<file path="src/hdl/hpt_pkg.sv">
`timescale 1ns / 1ps
`default_nettype none
// ----------------------------------------------------------------------------
// hpt_pkg
// Shared types and constants of the histogram percentile tracker.
// ----------------------------------------------------------------------------
package hpt_pkg;

  localparam int NUM_BUCKETS_DEF     = 32;
  localparam int BUCKET_WIDTH_MS_DEF = 8;

  localparam int MARGIN_W = 16;
  localparam int COUNT_W  = 32;
  localparam int PCT_W    = 7;

  localparam logic [PCT_W-1:0] PERCENT_RESET = 7'd10;
  localparam int               PERCENT_SCALE = 100;

  typedef enum logic [1:0] {
    OP_CLEAR  = 2'd0,
    OP_RECORD = 2'd1,
    OP_REPORT = 2'd2,
    OP_NONE   = 2'd3
  } op_t;

  // controller to datapath
  typedef struct packed {
    logic stats_clr;  // clear statistics, rewind address
    logic sweep;      // write zero at address, advance
    logic cap;        // capture sample value
    logic rec_mul;    // reciprocal product, min/max/count update
    logic rec_rd;     // read bucket of the sample
    logic rec_wr;     // write incremented bucket count
    logic walk_init;  // start the percentile walk
    logic walk_rd;    // read bucket at address
    logic walk_mul;   // scale count by the percent scale
    logic walk_acc;   // accumulate, compare, advance
    logic out_load;   // load result register
  } cmd_t;

  // datapath to controller
  typedef struct packed {
    logic addr_last;  // address points at the last bucket
    logic hit;        // running sum reached the rank
    logic skip_walk;  // no samples or zero rank
  } sts_t;

endpackage
`default_nettype wire

</file>
<file path="src/hdl/histogram_percentile_tracker_core.sv">
`timescale 1ns / 1ps
`default_nettype none
// ----------------------------------------------------------------------------
// histogram_percentile_tracker_core
// Margin histogram with running min/max/count and nearest-rank percentile.
// ----------------------------------------------------------------------------
// One item at a time. After reset, and after every clear item, a clearing
// pass zeroes the bucket memory one entry per cycle, and in_ready stays low
// until that pass ends. A record item runs a reciprocal multiply for the
// bucket index, then a read-modify-write of the bucket memory. A report
// item walks the cumulative bucket counts (memory read, scale by 100,
// accumulate and compare for each bucket) and stops at the bucket that
// reaches the rank, or at the last bucket; with no samples or percent 0 it
// skips the walk. The result waits in an output register, so new items are
// taken while it is pending; a second report stalls only until that
// register frees up. cfg_wr_data sets the percentile in whole percent.
// ----------------------------------------------------------------------------
module histogram_percentile_tracker_core #(
  parameter int NUM_BUCKETS     = hpt_pkg::NUM_BUCKETS_DEF,
  parameter int BUCKET_WIDTH_MS = hpt_pkg::BUCKET_WIDTH_MS_DEF
) (
  input  wire logic                         clk,
  input  wire logic                         rst_n,
  input  wire logic                         in_valid,
  output logic                              in_ready,
  input  wire logic [1:0]                   in_op,
  input  wire logic [hpt_pkg::MARGIN_W-1:0] in_margin_ms,
  output logic                              out_valid,
  input  wire logic                         out_ready,
  output logic [hpt_pkg::MARGIN_W-1:0]      out_min_ms,
  output logic [hpt_pkg::MARGIN_W-1:0]      out_pct_ms,
  output logic [hpt_pkg::MARGIN_W-1:0]      out_max_ms,
  output logic [hpt_pkg::COUNT_W-1:0]       out_sample_count,
  input  wire logic                         cfg_wr_en,
  input  wire logic [hpt_pkg::PCT_W-1:0]    cfg_wr_data
);

  hpt_pkg::cmd_t cmd;
  hpt_pkg::sts_t sts;

  hpt_ctrl u_ctrl (
    .clk       (clk),
    .rst_n     (rst_n),
    .in_valid  (in_valid),
    .in_op     (in_op),
    .in_ready  (in_ready),
    .out_valid (out_valid),
    .out_ready (out_ready),
    .sts       (sts),
    .cmd       (cmd)
  );

  hpt_datapath #(
    .NUM_BUCKETS     (NUM_BUCKETS),
    .BUCKET_WIDTH_MS (BUCKET_WIDTH_MS)
  ) u_datapath (
    .clk              (clk),
    .rst_n            (rst_n),
    .cmd              (cmd),
    .sts              (sts),
    .in_margin_ms     (in_margin_ms),
    .cfg_wr_en        (cfg_wr_en),
    .cfg_wr_data      (cfg_wr_data),
    .out_min_ms       (out_min_ms),
    .out_pct_ms       (out_pct_ms),
    .out_max_ms       (out_max_ms),
    .out_sample_count (out_sample_count)
  );

`ifndef SYNTHESIS
  // a clear item starts the clearing pass, which blocks input
  a_clear_blocks: assert property (@(posedge clk) disable iff (!rst_n)
    (in_valid && in_ready && (in_op == hpt_pkg::OP_CLEAR)) |=> !in_ready)
    else $error("input taken during clearing pass");

  // a record item blocks input while it updates the bucket memory
  a_record_blocks: assert property (@(posedge clk) disable iff (!rst_n)
    (in_valid && in_ready && (in_op == hpt_pkg::OP_RECORD)) |=> !in_ready)
    else $error("input taken during bucket update");

  // an empty histogram reports all zero
  a_empty_zero: assert property (@(posedge clk) disable iff (!rst_n)
    (out_valid && (out_sample_count == '0)) |->
      ((out_min_ms == '0) && (out_pct_ms == '0) && (out_max_ms == '0)))
    else $error("nonzero statistics without samples");

  // with samples, min never exceeds max
  a_min_le_max: assert property (@(posedge clk) disable iff (!rst_n)
    (out_valid && (out_sample_count != '0)) |-> (out_min_ms <= out_max_ms))
    else $error("reported min above max");
`endif

endmodule
`default_nettype wire

</file>
<file path="src/hdl/hpt_ctrl.sv">
`timescale 1ns / 1ps
`default_nettype none
// ----------------------------------------------------------------------------
// hpt_ctrl
// Sequencer for clearing sweep, sample record and percentile walk.
// ----------------------------------------------------------------------------
module hpt_ctrl (
  input  wire logic          clk,
  input  wire logic          rst_n,
  input  wire logic          in_valid,
  input  wire logic [1:0]    in_op,
  output logic               in_ready,
  output logic               out_valid,
  input  wire logic          out_ready,
  input  wire hpt_pkg::sts_t sts,
  output hpt_pkg::cmd_t      cmd
);

  typedef enum logic [3:0] {
    S_SWEEP,
    S_IDLE,
    S_REC_MUL,
    S_REC_RD,
    S_REC_WR,
    S_RPT_RD,
    S_RPT_MUL,
    S_RPT_ACC,
    S_DONE
  } state_t;

  state_t state_r, state_nxt;
  logic   out_valid_r, out_valid_nxt;
  logic   take;
  logic   slot_free;

  assign in_ready  = (state_r == S_IDLE);
  assign out_valid = out_valid_r;
  assign take      = in_valid && in_ready;
  assign slot_free = !out_valid_r || out_ready;

  always_comb begin
    cmd       = '0;
    state_nxt = state_r;
    unique case (state_r)
      S_SWEEP: begin
        cmd.sweep = 1'b1;
        if (sts.addr_last) begin
          state_nxt = S_IDLE;
        end
      end
      S_IDLE: begin
        if (take) begin
          cmd.cap = 1'b1;
          unique case (in_op)
            hpt_pkg::OP_CLEAR: begin
              cmd.stats_clr = 1'b1;
              state_nxt     = S_SWEEP;
            end
            hpt_pkg::OP_RECORD: begin
              state_nxt = S_REC_MUL;
            end
            hpt_pkg::OP_REPORT: begin
              cmd.walk_init = 1'b1;
              state_nxt     = sts.skip_walk ? S_DONE : S_RPT_RD;
            end
            default: begin
              state_nxt = S_IDLE;
            end
          endcase
        end
      end
      S_REC_MUL: begin
        cmd.rec_mul = 1'b1;
        state_nxt   = S_REC_RD;
      end
      S_REC_RD: begin
        cmd.rec_rd = 1'b1;
        state_nxt  = S_REC_WR;
      end
      S_REC_WR: begin
        cmd.rec_wr = 1'b1;
        state_nxt  = S_IDLE;
      end
      S_RPT_RD: begin
        cmd.walk_rd = 1'b1;
        state_nxt   = S_RPT_MUL;
      end
      S_RPT_MUL: begin
        cmd.walk_mul = 1'b1;
        state_nxt    = S_RPT_ACC;
      end
      S_RPT_ACC: begin
        cmd.walk_acc = 1'b1;
        if (sts.hit || sts.addr_last) begin
          state_nxt = S_DONE;
        end else begin
          state_nxt = S_RPT_RD;
        end
      end
      S_DONE: begin
        if (slot_free) begin
          cmd.out_load = 1'b1;
          state_nxt    = S_IDLE;
        end
      end
      default: begin
        state_nxt = S_IDLE;
      end
    endcase
  end

  always_comb begin
    out_valid_nxt = out_valid_r;
    if (cmd.out_load) begin
      out_valid_nxt = 1'b1;
    end else if (out_ready) begin
      out_valid_nxt = 1'b0;
    end
  end

  always_ff @(posedge clk) begin
    if (!rst_n) begin
      state_r     <= S_SWEEP;
      out_valid_r <= 1'b0;
    end else begin
      state_r     <= state_nxt;
      out_valid_r <= out_valid_nxt;
    end
  end

endmodule
`default_nettype wire

</file>
<file path="src/hdl/hpt_datapath.sv">
`timescale 1ns / 1ps
`default_nettype none
// ----------------------------------------------------------------------------
// hpt_datapath
// Bucket memory, running statistics, rank walk and result register.
// ----------------------------------------------------------------------------
module hpt_datapath #(
  parameter int NUM_BUCKETS     = hpt_pkg::NUM_BUCKETS_DEF,
  parameter int BUCKET_WIDTH_MS = hpt_pkg::BUCKET_WIDTH_MS_DEF
) (
  input  wire logic                           clk,
  input  wire logic                           rst_n,
  input  wire hpt_pkg::cmd_t                  cmd,
  output hpt_pkg::sts_t                       sts,
  input  wire logic [hpt_pkg::MARGIN_W-1:0]   in_margin_ms,
  input  wire logic                           cfg_wr_en,
  input  wire logic [hpt_pkg::PCT_W-1:0]      cfg_wr_data,
  output logic [hpt_pkg::MARGIN_W-1:0]        out_min_ms,
  output logic [hpt_pkg::MARGIN_W-1:0]        out_pct_ms,
  output logic [hpt_pkg::MARGIN_W-1:0]        out_max_ms,
  output logic [hpt_pkg::COUNT_W-1:0]         out_sample_count
);

  localparam int MW    = hpt_pkg::MARGIN_W;
  localparam int CW    = hpt_pkg::COUNT_W;
  localparam int PW    = hpt_pkg::PCT_W;
  localparam int AW    = $clog2(NUM_BUCKETS);
  // rank product seen * percent, and running sum of count * 100
  localparam int XW    = CW + PW;
  localparam int ACC_W = XW + AW;
  // exact quotient for 16-bit numerators: q = (n * RECIP) >> SH
  localparam int SH    = MW + $clog2(BUCKET_WIDTH_MS);
  localparam int RW    = SH + 1;
  localparam int RECIP = ((2 ** SH) + BUCKET_WIDTH_MS - 1) / BUCKET_WIDTH_MS;
  localparam int PRW   = MW + RW;

  localparam logic [RW-1:0] RECIP_C = RW'(RECIP);
  localparam logic [MW-1:0] NB_C    = MW'(NUM_BUCKETS);
  localparam logic [AW-1:0] LAST_C  = AW'(NUM_BUCKETS - 1);
  localparam logic [MW-1:0] BW_C    = MW'(BUCKET_WIDTH_MS);
  localparam logic [PW:0]   SCALE_C = (PW + 1)'(hpt_pkg::PERCENT_SCALE);

  logic [CW-1:0]    mem [NUM_BUCKETS];
  logic [CW-1:0]    rdata_r;
  logic [AW-1:0]    rd_addr;
  logic             mem_we;
  logic [CW-1:0]    mem_wdata;

  logic [AW-1:0]    addr_r;
  logic [MW-1:0]    margin_r;
  logic [PRW-1:0]   prod_r;
  logic [MW-1:0]    quot;
  logic [AW-1:0]    rec_idx;

  logic [CW-1:0]    seen_r;
  logic [MW-1:0]    low_r;
  logic [MW-1:0]    high_r;
  logic [PW-1:0]    pct_r;

  logic [XW-1:0]    x_r;
  logic [XW-1:0]    c100_r;
  logic [ACC_W-1:0] acc_r;
  logic [ACC_W-1:0] acc_nxt;
  logic [MW-1:0]    edge_r;
  logic [MW-1:0]    walk_edge;

  // bucket index from the reciprocal product, clamped to the last bucket
  assign quot    = prod_r[SH +: MW];
  assign rec_idx = (quot >= NB_C) ? LAST_C : quot[AW-1:0];

  assign rd_addr   = cmd.rec_rd ? rec_idx : addr_r;
  assign mem_we    = cmd.sweep || cmd.rec_wr;
  assign mem_wdata = cmd.sweep ? '0 :
                     ((rdata_r == '1) ? rdata_r : rdata_r + CW'(1));

  always_ff @(posedge clk) begin
    if (mem_we) begin
      mem[addr_r] <= mem_wdata;
    end
    if (cmd.rec_rd || cmd.walk_rd) begin
      rdata_r <= mem[rd_addr];
    end
  end

  assign acc_nxt   = acc_r + ACC_W'(c100_r);
  assign walk_edge = MW'(MW'(addr_r) * BW_C);

  assign sts.addr_last = (addr_r == LAST_C);
  assign sts.hit       = (acc_nxt >= ACC_W'(x_r));
  assign sts.skip_walk = (seen_r == '0) || (pct_r == '0);

  // control and statistics state
  always_ff @(posedge clk) begin
    if (!rst_n) begin
      addr_r <= '0;
      seen_r <= '0;
      low_r  <= '1;
      high_r <= '0;
      pct_r  <= hpt_pkg::PERCENT_RESET;
    end else begin
      if (cfg_wr_en) begin
        pct_r <= cfg_wr_data;
      end
      if (cmd.stats_clr) begin
        seen_r <= '0;
        low_r  <= '1;
        high_r <= '0;
      end
      if (cmd.rec_mul) begin
        if (seen_r != '1) begin
          seen_r <= seen_r + CW'(1);
        end
        if (margin_r < low_r) begin
          low_r <= margin_r;
        end
        if (margin_r > high_r) begin
          high_r <= margin_r;
        end
      end
      priority if (cmd.stats_clr || cmd.walk_init) begin
        addr_r <= '0;
      end else if (cmd.sweep) begin
        if (addr_r != LAST_C) begin
          addr_r <= addr_r + AW'(1);
        end
      end else if (cmd.rec_rd) begin
        addr_r <= rec_idx;
      end else if (cmd.walk_acc) begin
        if (!sts.hit && (addr_r != LAST_C)) begin
          addr_r <= addr_r + AW'(1);
        end
      end else begin
        addr_r <= addr_r;
      end
    end
  end

  // payload pipeline and result register
  always_ff @(posedge clk) begin
    if (cmd.cap) begin
      margin_r <= in_margin_ms;
    end
    if (cmd.rec_mul) begin
      prod_r <= PRW'(margin_r) * PRW'(RECIP_C);
    end
    if (cmd.walk_init) begin
      x_r   <= XW'(seen_r) * XW'(pct_r);
      acc_r <= '0;
    end
    if (cmd.walk_mul) begin
      c100_r <= XW'(rdata_r) * XW'(SCALE_C);
    end
    if (cmd.walk_acc) begin
      acc_r  <= acc_nxt;
      // past the last bucket without reaching the rank: fall back to max
      edge_r <= sts.hit ? walk_edge : high_r;
    end
    if (cmd.out_load) begin
      out_sample_count <= seen_r;
      out_max_ms       <= high_r;
      if (seen_r == '0) begin
        out_min_ms <= '0;
        out_pct_ms <= '0;
      end else begin
        out_min_ms <= low_r;
        out_pct_ms <= (pct_r == '0) ? high_r : edge_r;
      end
    end
  end

endmodule
`default_nettype wire

</file>
<file path="config.mk">
export PLATFORM = sky130hd
export DESIGN_NAME = histogram_percentile_tracker_core
export DESIGN_NICKNAME = d
export VERILOG_FILES = /design/src/hdl/hpt_pkg.sv /design/src/hdl/histogram_percentile_tracker_core.sv /design/src/hdl/hpt_ctrl.sv /design/src/hdl/hpt_datapath.sv
export SDC_FILE = /design/constraint.sdc
export NUM_CORES = 2
export LEC_CHECK = 0
export BUFFER_PORTS_ARGS = -buffer_cell sky130_fd_sc_hd__buf_2
export CORE_AREA = 2 2 355 357
export CTS_CLUSTER_DIAMETER = 120
export DETAILED_ROUTE_END_ITERATION = 8
export DIE_AREA = 0 0 357 359
export GPL_ROUTABILITY_DRIVEN = 0
export GPL_TIMING_DRIVEN = 0
export PLACE_DENSITY = 0.72
export SYNTH_ARGS = -nofsm -noshare
export SYNTH_HDL_FRONTEND = slang
export SYNTH_SLANG_ARGS = --single-unit
</file>
<file path="constraint.sdc">
create_clock -name clk -period 6.1 [get_ports clk]
set_input_delay 0.305 -clock clk [delete_from_list [all_inputs] [get_ports clk]]
set_output_delay 0.305 -clock clk [all_outputs]
set_load 0.01 [all_outputs]
</file>
# Word level (Yosys, flattened, before mapping)
# Memory sizes are Yosys's and may differ from the RTL's. A register that Yosys moved wholly into a read port is not among the register bits.
# Cells that the tools add are included.
totals:
  ramBits: 1024
  output_inout_bits: 82
  word_cells: 119
  memories: 1
  regBits: 329
  inputBits: 30
op_classes:
  bitwise_logic: 1
  n_mul: 2
  n_lt_le_gt_ge: 4
  addsub: 4
  reduce_logical: 21
  eq_ne: 18
  muxes: 50
mem_list:
  columns: ["memory", "words", "word_bits", "read_ports", "rd_ports_with_merged_regs", "wr", "line", "source"]
  rows:
  - ["u_datapath.mem", 32, 32, 1, 1, 1, "hpt_datapath.sv:43", "logic [CW-1:0] mem [NUM_BUCKETS];"]
ops:
  columns: ["cell", "n"]
  rows:
  - ["32-bit 2-to-1 mux", 5]
  - ["16-bit 2-to-1 mux", 7]
  - ["44-bit 2-to-1 mux", 2]
  - ["32-bit by 1-bit adder with 32-bit output, second input constant", 2]
  - ["44-bit by 39-bit adder with 44-bit output", 1]
  - ["44-bit by 39-bit greater-or-equal comparator with 1-bit output", 1]
  - ["32-bit by 7-bit multiplier with 39-bit output", 1]
  - ["32-bit by 5-bit multiplier with 37-bit output, second input constant", 1]
  - ["5-bit 2-to-1 mux", 7]
  - ["32-bit == test, second input constant", 1]
  - ["32-bit zero test", 1]
  - ["32-bit inequality test, second input constant", 1]
  - ["4-bit case mux with 8 select lines", 1]
  - ["1-bit 2-to-1 mux", 21]
  - ["4-bit 2-to-1 mux", 5]
  - ["4-bit by 3-bit == test with 1-bit output, second input constant", 4]
  - ["16-bit greater-than comparator", 1]
  - ["16-bit < comparator", 1]
  - ["13-bit by 6-bit greater-or-equal comparator with 1-bit output, second input constant", 1]
  - ["4-bit case mux with 3 select lines", 1]
  - ["4-bit by 2-bit == test with 1-bit output, second input constant", 2]
  - ["8-bit 2-to-1 mux", 1]
  - ["7-bit zero test", 1]
  - ["1-bit logical OR", 6]
  - ["18 further kinds", 25]

# Longest topological paths before layout
depth:
  ltp_word: 8
  ltp_mapped: 24
  mapped_depth_nobuf: 23

# Hierarchy
# Synthesis repeated with hierarchy kept, for this count alone.
unflattened:
  cells_unflattened: 5944
  area_unflattened_um2: 68310.5
modules_own_cells:
  columns: ["module", "seq_area_each_um2", "cells_each", "instances", "area_per_inst_um2"]
  rows:
  - ["hpt_datapath", 40528.9, 5890, 1, 67865.1]
  - ["hpt_ctrl", 100.1, 54, 1, 445.4]

# Worst setup path before layout
# No wires, ideal clock.
synth_path:
  path_kind: "register -> register"
  start: "register u_datapath.pct_r[6]"
  end: "register u_datapath.x_r[37], data pin"
  required_time_ns: 5.838
  path_stages_with_launch: 20
  period_less_slack_ns: 5.807
  path_buffers: 2
  arrival_ns: 5.544
  setup_ns: 0.262
  slack_ns: 0.293
  path_cell_list: "dfxtp_1 clkbuf_1 clkbuf_1 nand2_1 fa_1 inv_1 fa_1 fa_1 fa_1 ha_1 a2111oi_0 o21ai_1 a21oi_1 nor2_1 a31oi_1 nor2_1 or4b_1 a211oi_1 a21oi_1 xor2_1"
synth_between:
  elab_chain_len: 1
synth_lines:
  columns: ["element", "line", "source"]
  rows:
  - ["from (decl)", "hpt_datapath.sv:58", "logic [PW-1:0] pct_r;"]
  - ["from (signal assigned)", "hpt_datapath.sv:99", "pct_r <= hpt_pkg::PERCENT_RESET;"]
  - ["from (signal assigned)", "hpt_datapath.sv:102", "pct_r <= cfg_wr_data;"]
  - ["32-bit by 7-bit multiplier with 39-bit output", "hpt_datapath.sv:147", "x_r <= XW'(seen_r) * XW'(pct_r);"]
  - ["to (signal assigned)", "hpt_datapath.sv:147", null]
  - ["to (decl)", "hpt_datapath.sv:60", "logic [XW-1:0] x_r;"]
# Every way passes these cells.
# A chain may end at the register's enable or synchronous reset.

# Worst setup path in the final report
layout_path:
  start: "register u_datapath.seen_r[3]"
  end: "register u_datapath.x_r[37], data pin"
layout_between:
  elab_chain_len: 1
layout_lines:
  columns: ["element", "line", "source"]
  rows:
  - ["from (decl)", "hpt_datapath.sv:55", "logic [CW-1:0] seen_r;"]
  - ["from (signal assigned)", "hpt_datapath.sv:111", "seen_r <= seen_r + CW'(1);"]
  - ["32-bit by 7-bit multiplier with 39-bit output", "hpt_datapath.sv:147", null]
# Every way passes these cells.

==> run metrics <==
Synth area leader edfxtp_1; initial antenna violation count 5; Fin. Hold Viols 0; worst-margin pin slew 1190 ps; syn_area_per_cell around 11 um2; CORE AREA 125000 um2; drt first pass iters 6; placed cell area 72400 um2; vias per inst 5.95; Max IR drop VDD 0.000321 V; Die W 357 um; Cells after Synth 5986; Post-synth ARST share 0%; CTS clk-pin slew, worst paths 60 ps; Finished Cell Area between 70000 and 80000 um2; final setup skew ~45 ps; Post-synth EDFFs between 1k and 1.5k; Die Ht 359 um; IO Pins approximately 110; Syn. warnings 0; critical path's slowest cell fa_1; CTS tree built; count leader, synth nand2_1; Filler Cell Count 9553; Placed Cells incl. Taps 7800; Buffers on Ports 110; sequential share of the synthesized area 59.7%; vias 48.1k; clock sinks 1380; path category of the worst min-delay check in2reg; Core Rows 130; DRC errors left 0; Final TNS setup 0 ps; pwr/cell area ~260 nW/um2; CTS Buf Count 142; largest net degree at the start of global routing 39; share of the synthesized area in the top cell type 57.3%; first-pass GRT wire length around 280 mm; CTS root buf clkbuf_16; grt total ovfl 0; #FFs+latches synth ~1.4k; post-layout net count ~7k; worst path required time 6600 ps; crit path max fanout 10; dpl ws -835 ps; non-filler cells in the finished layout 8085; critical path cell sequence buf_6 > nand2_1 > fa_1 > inv_1 > fa_1 > fa_1 > fa_1 > ha_2 > a2111oi_4 > o21ai_2 > a21oi_2 > nor2_1 > a31oi_4 > nor2_1 > or4b_4 > a211oi_2 > a21oi_1 > xor2_1; Max stage delay on crit path slightly below 600 ps; crit path kind reg2reg; final hold slack 75.0 ps; cell repeated most along the worst path fa_1; Synth top cells by count nand2_1, edfxtp_1, nand3_1, inv_1, ha_1; final setup margin 189 ps; Final setup viols 0; Initial Util 54.6%; CP Capture Type flop; CTS Buffer Depth 3; Static Leak just under 30 nW; Avg WL per Cell around 23 um; number of global-route vias before repair 47.4k; area grow syn2layout 13.9%; worst skew pair latency 800 ps; Post-Syn Nets 6463; Max Cap Viol 0; status finished clean; library cells used by synthesis 76; Pins Over Slew Limit 0; Final Critical Period 5910 ps; f_max about 170 MHz; Post-Route WL ~190 mm; DP Wirelength 131 mm; top_reg_cell synth edfxtp_1; ANT nets after route 0; Cell Area, Synth 68100 um2; Total GRT Usage 29.0%; layout cells sized above 1 under 10%; relative slew slack between 20% and 30%; WP data arrival 6410 ps; die area 128000 um2; CP startpoint kind flop; H-tree levels 4; Initial DRC Count 5690; ranking of synthesized cells by area edfxtp_1, nand2_1, fa_1; Tcrit/Tclk final between 90% and 100%
[worst max-delay path, delay by kind of cell (launching register included)]
kind / cells / cell delay [ps]
buffers and inverters: 2 / 250
XOR/XNOR: 1 / 160
AND/OR/NAND/NOR: 4 / 910
flip-flops: 1 / 410
AO/OA/AOI/OAI: 6 / 1440
adder cells (fa/ha/maj): 5 / 2440
[logic make-up after synthesis]
kind of cell             share of synthesized area, %
flip-flops                                       59.7
adder cells (fa/ha/maj)                          10.2
multiplexers                                    0.417
AND/OR/NAND/NOR                                  17.4
XOR/XNOR                                         1.72
AO/OA/AOI/OAI                                    6.55
buffers and inverters                            4.06
[layout by cell type (no fill, tap or decap), types with 27 or more instances in the layout]
cell and instances:
nand3_1 502, and3_1 184, nor3_1 84, ha_1 266
and2_1 116, a21o_1 51, buf_1 31, nor2_4 60
inv_1 381, nor2b_1 56, edfxtp_1 1299, a21oi_1 160
buf_2 173, nand4_1 27, buf_12 28, fa_1 176
dlygate4sd3_1 31, dfxtp_1 68, nand2_1 1330, o31ai_1 37
clkbuf_1 223, o21ai_0 111, a311oi_1 128, clkinv_2 29
clkbuf_16 145, xnor2_1 96, clkinv_1 28, xor2_1 38
nor2_1 165, or3_1 38
[per-layer routing]
layer / global-route usage (%) / routed length (um) / vias up
li1: - / - / 21800
met1: 38.1 / 71700 / 23400
met2: 45.4 / 86200 / 2409
met3: 5.49 / 17400 / 493
met4: 16.5 / 11400 / 4
met5: 0 / 27 / -
[power breakdown]
part	switching, mW	total [mW]	internal, mW	leakage [nW]
Sequential	0.0281	10.3	10.3	13.0
Clock	3.71	8.46	4.75	2.19
Combinational	0.984	1.37	0.386	14.6
Total	4.73	20.2	15.4	29.8
[flip-flops by register name (all words and copies together) (netlist names)]
register and cells:
u_datapath.addr_r 5, u_datapath.acc_r 42, u_datapath.out_min_ms 16, u_datapath.high_r 16, u_datapath.edge_r 16, u_datapath.pct_r 7, u_datapath.x_r 39, u_datapath.rdata_r 32
u_ctrl.state_r 4, u_datapath.margin_r 16, u_datapath.low_r 16, u_ctrl.out_valid 1, u_datapath.c100_r 37, u_datapath.out_sample_count 32, u_datapath.seen_r 32, u_datapath.mem 1024
u_datapath.out_pct_ms 16, u_datapath.prod_r 13, u_datapath.out_max_ms 16
[path summary, 6_finish.rpt]
path | from | to | slack [ps] | depth (start not counted)
max | u_datapath.seen_r[3]$_SDFF_PN0_ | u_datapath.x_r[37]$_DFFE_PP_ | 190 | 18
min | rst_n | u_ctrl.state_r[1]$_SDFFE_PN0P_ | 80 | 4
max reg2reg | u_datapath.seen_r[3]$_SDFF_PN0_ | u_datapath.x_r[37]$_DFFE_PP_ | 190 | 18
min reg2reg | u_datapath.seen_r[13]$_SDFF_PN0_ | u_datapath.out_sample_count[13]$_DFFE_PP_ | 450 | 0
[final cells by class]
cell class                      instances  area (um2)  area share [%]
Antenna cell                            2        5.00         0.00646
Timing Repair Buffer                  200        2100            2.71
Clock inverter                         81         706           0.910
Inverter                              381        1430            1.84
Multi-Input combinational cell       3891       25300            32.7
Buffer                                328        1460            1.88
Tap cell                             1650        2060            2.66
Sequential cell                      1380       40700            52.4
Clock buffer                          172        3760            4.85
[metrics by stage]
step,util (%),power (mW)
2_1_floorplan,-,11.3
6_report,62.2,20.2
3_5_place_dp,58.1,11.8
4_1_cts,62.0,20.2
5_1_grt,62.2,20.7
3_3_place_gp,56.7,11.8
[timing repair]
action,CTS,global route
hold buffers,31,0
resized for setup,58,96
hold endpoints to repair,28,0
setup buffers,2,3
pin swaps,3,8
endpoints found under the setup margin,35,40
(Power assumes the default switching activity.)
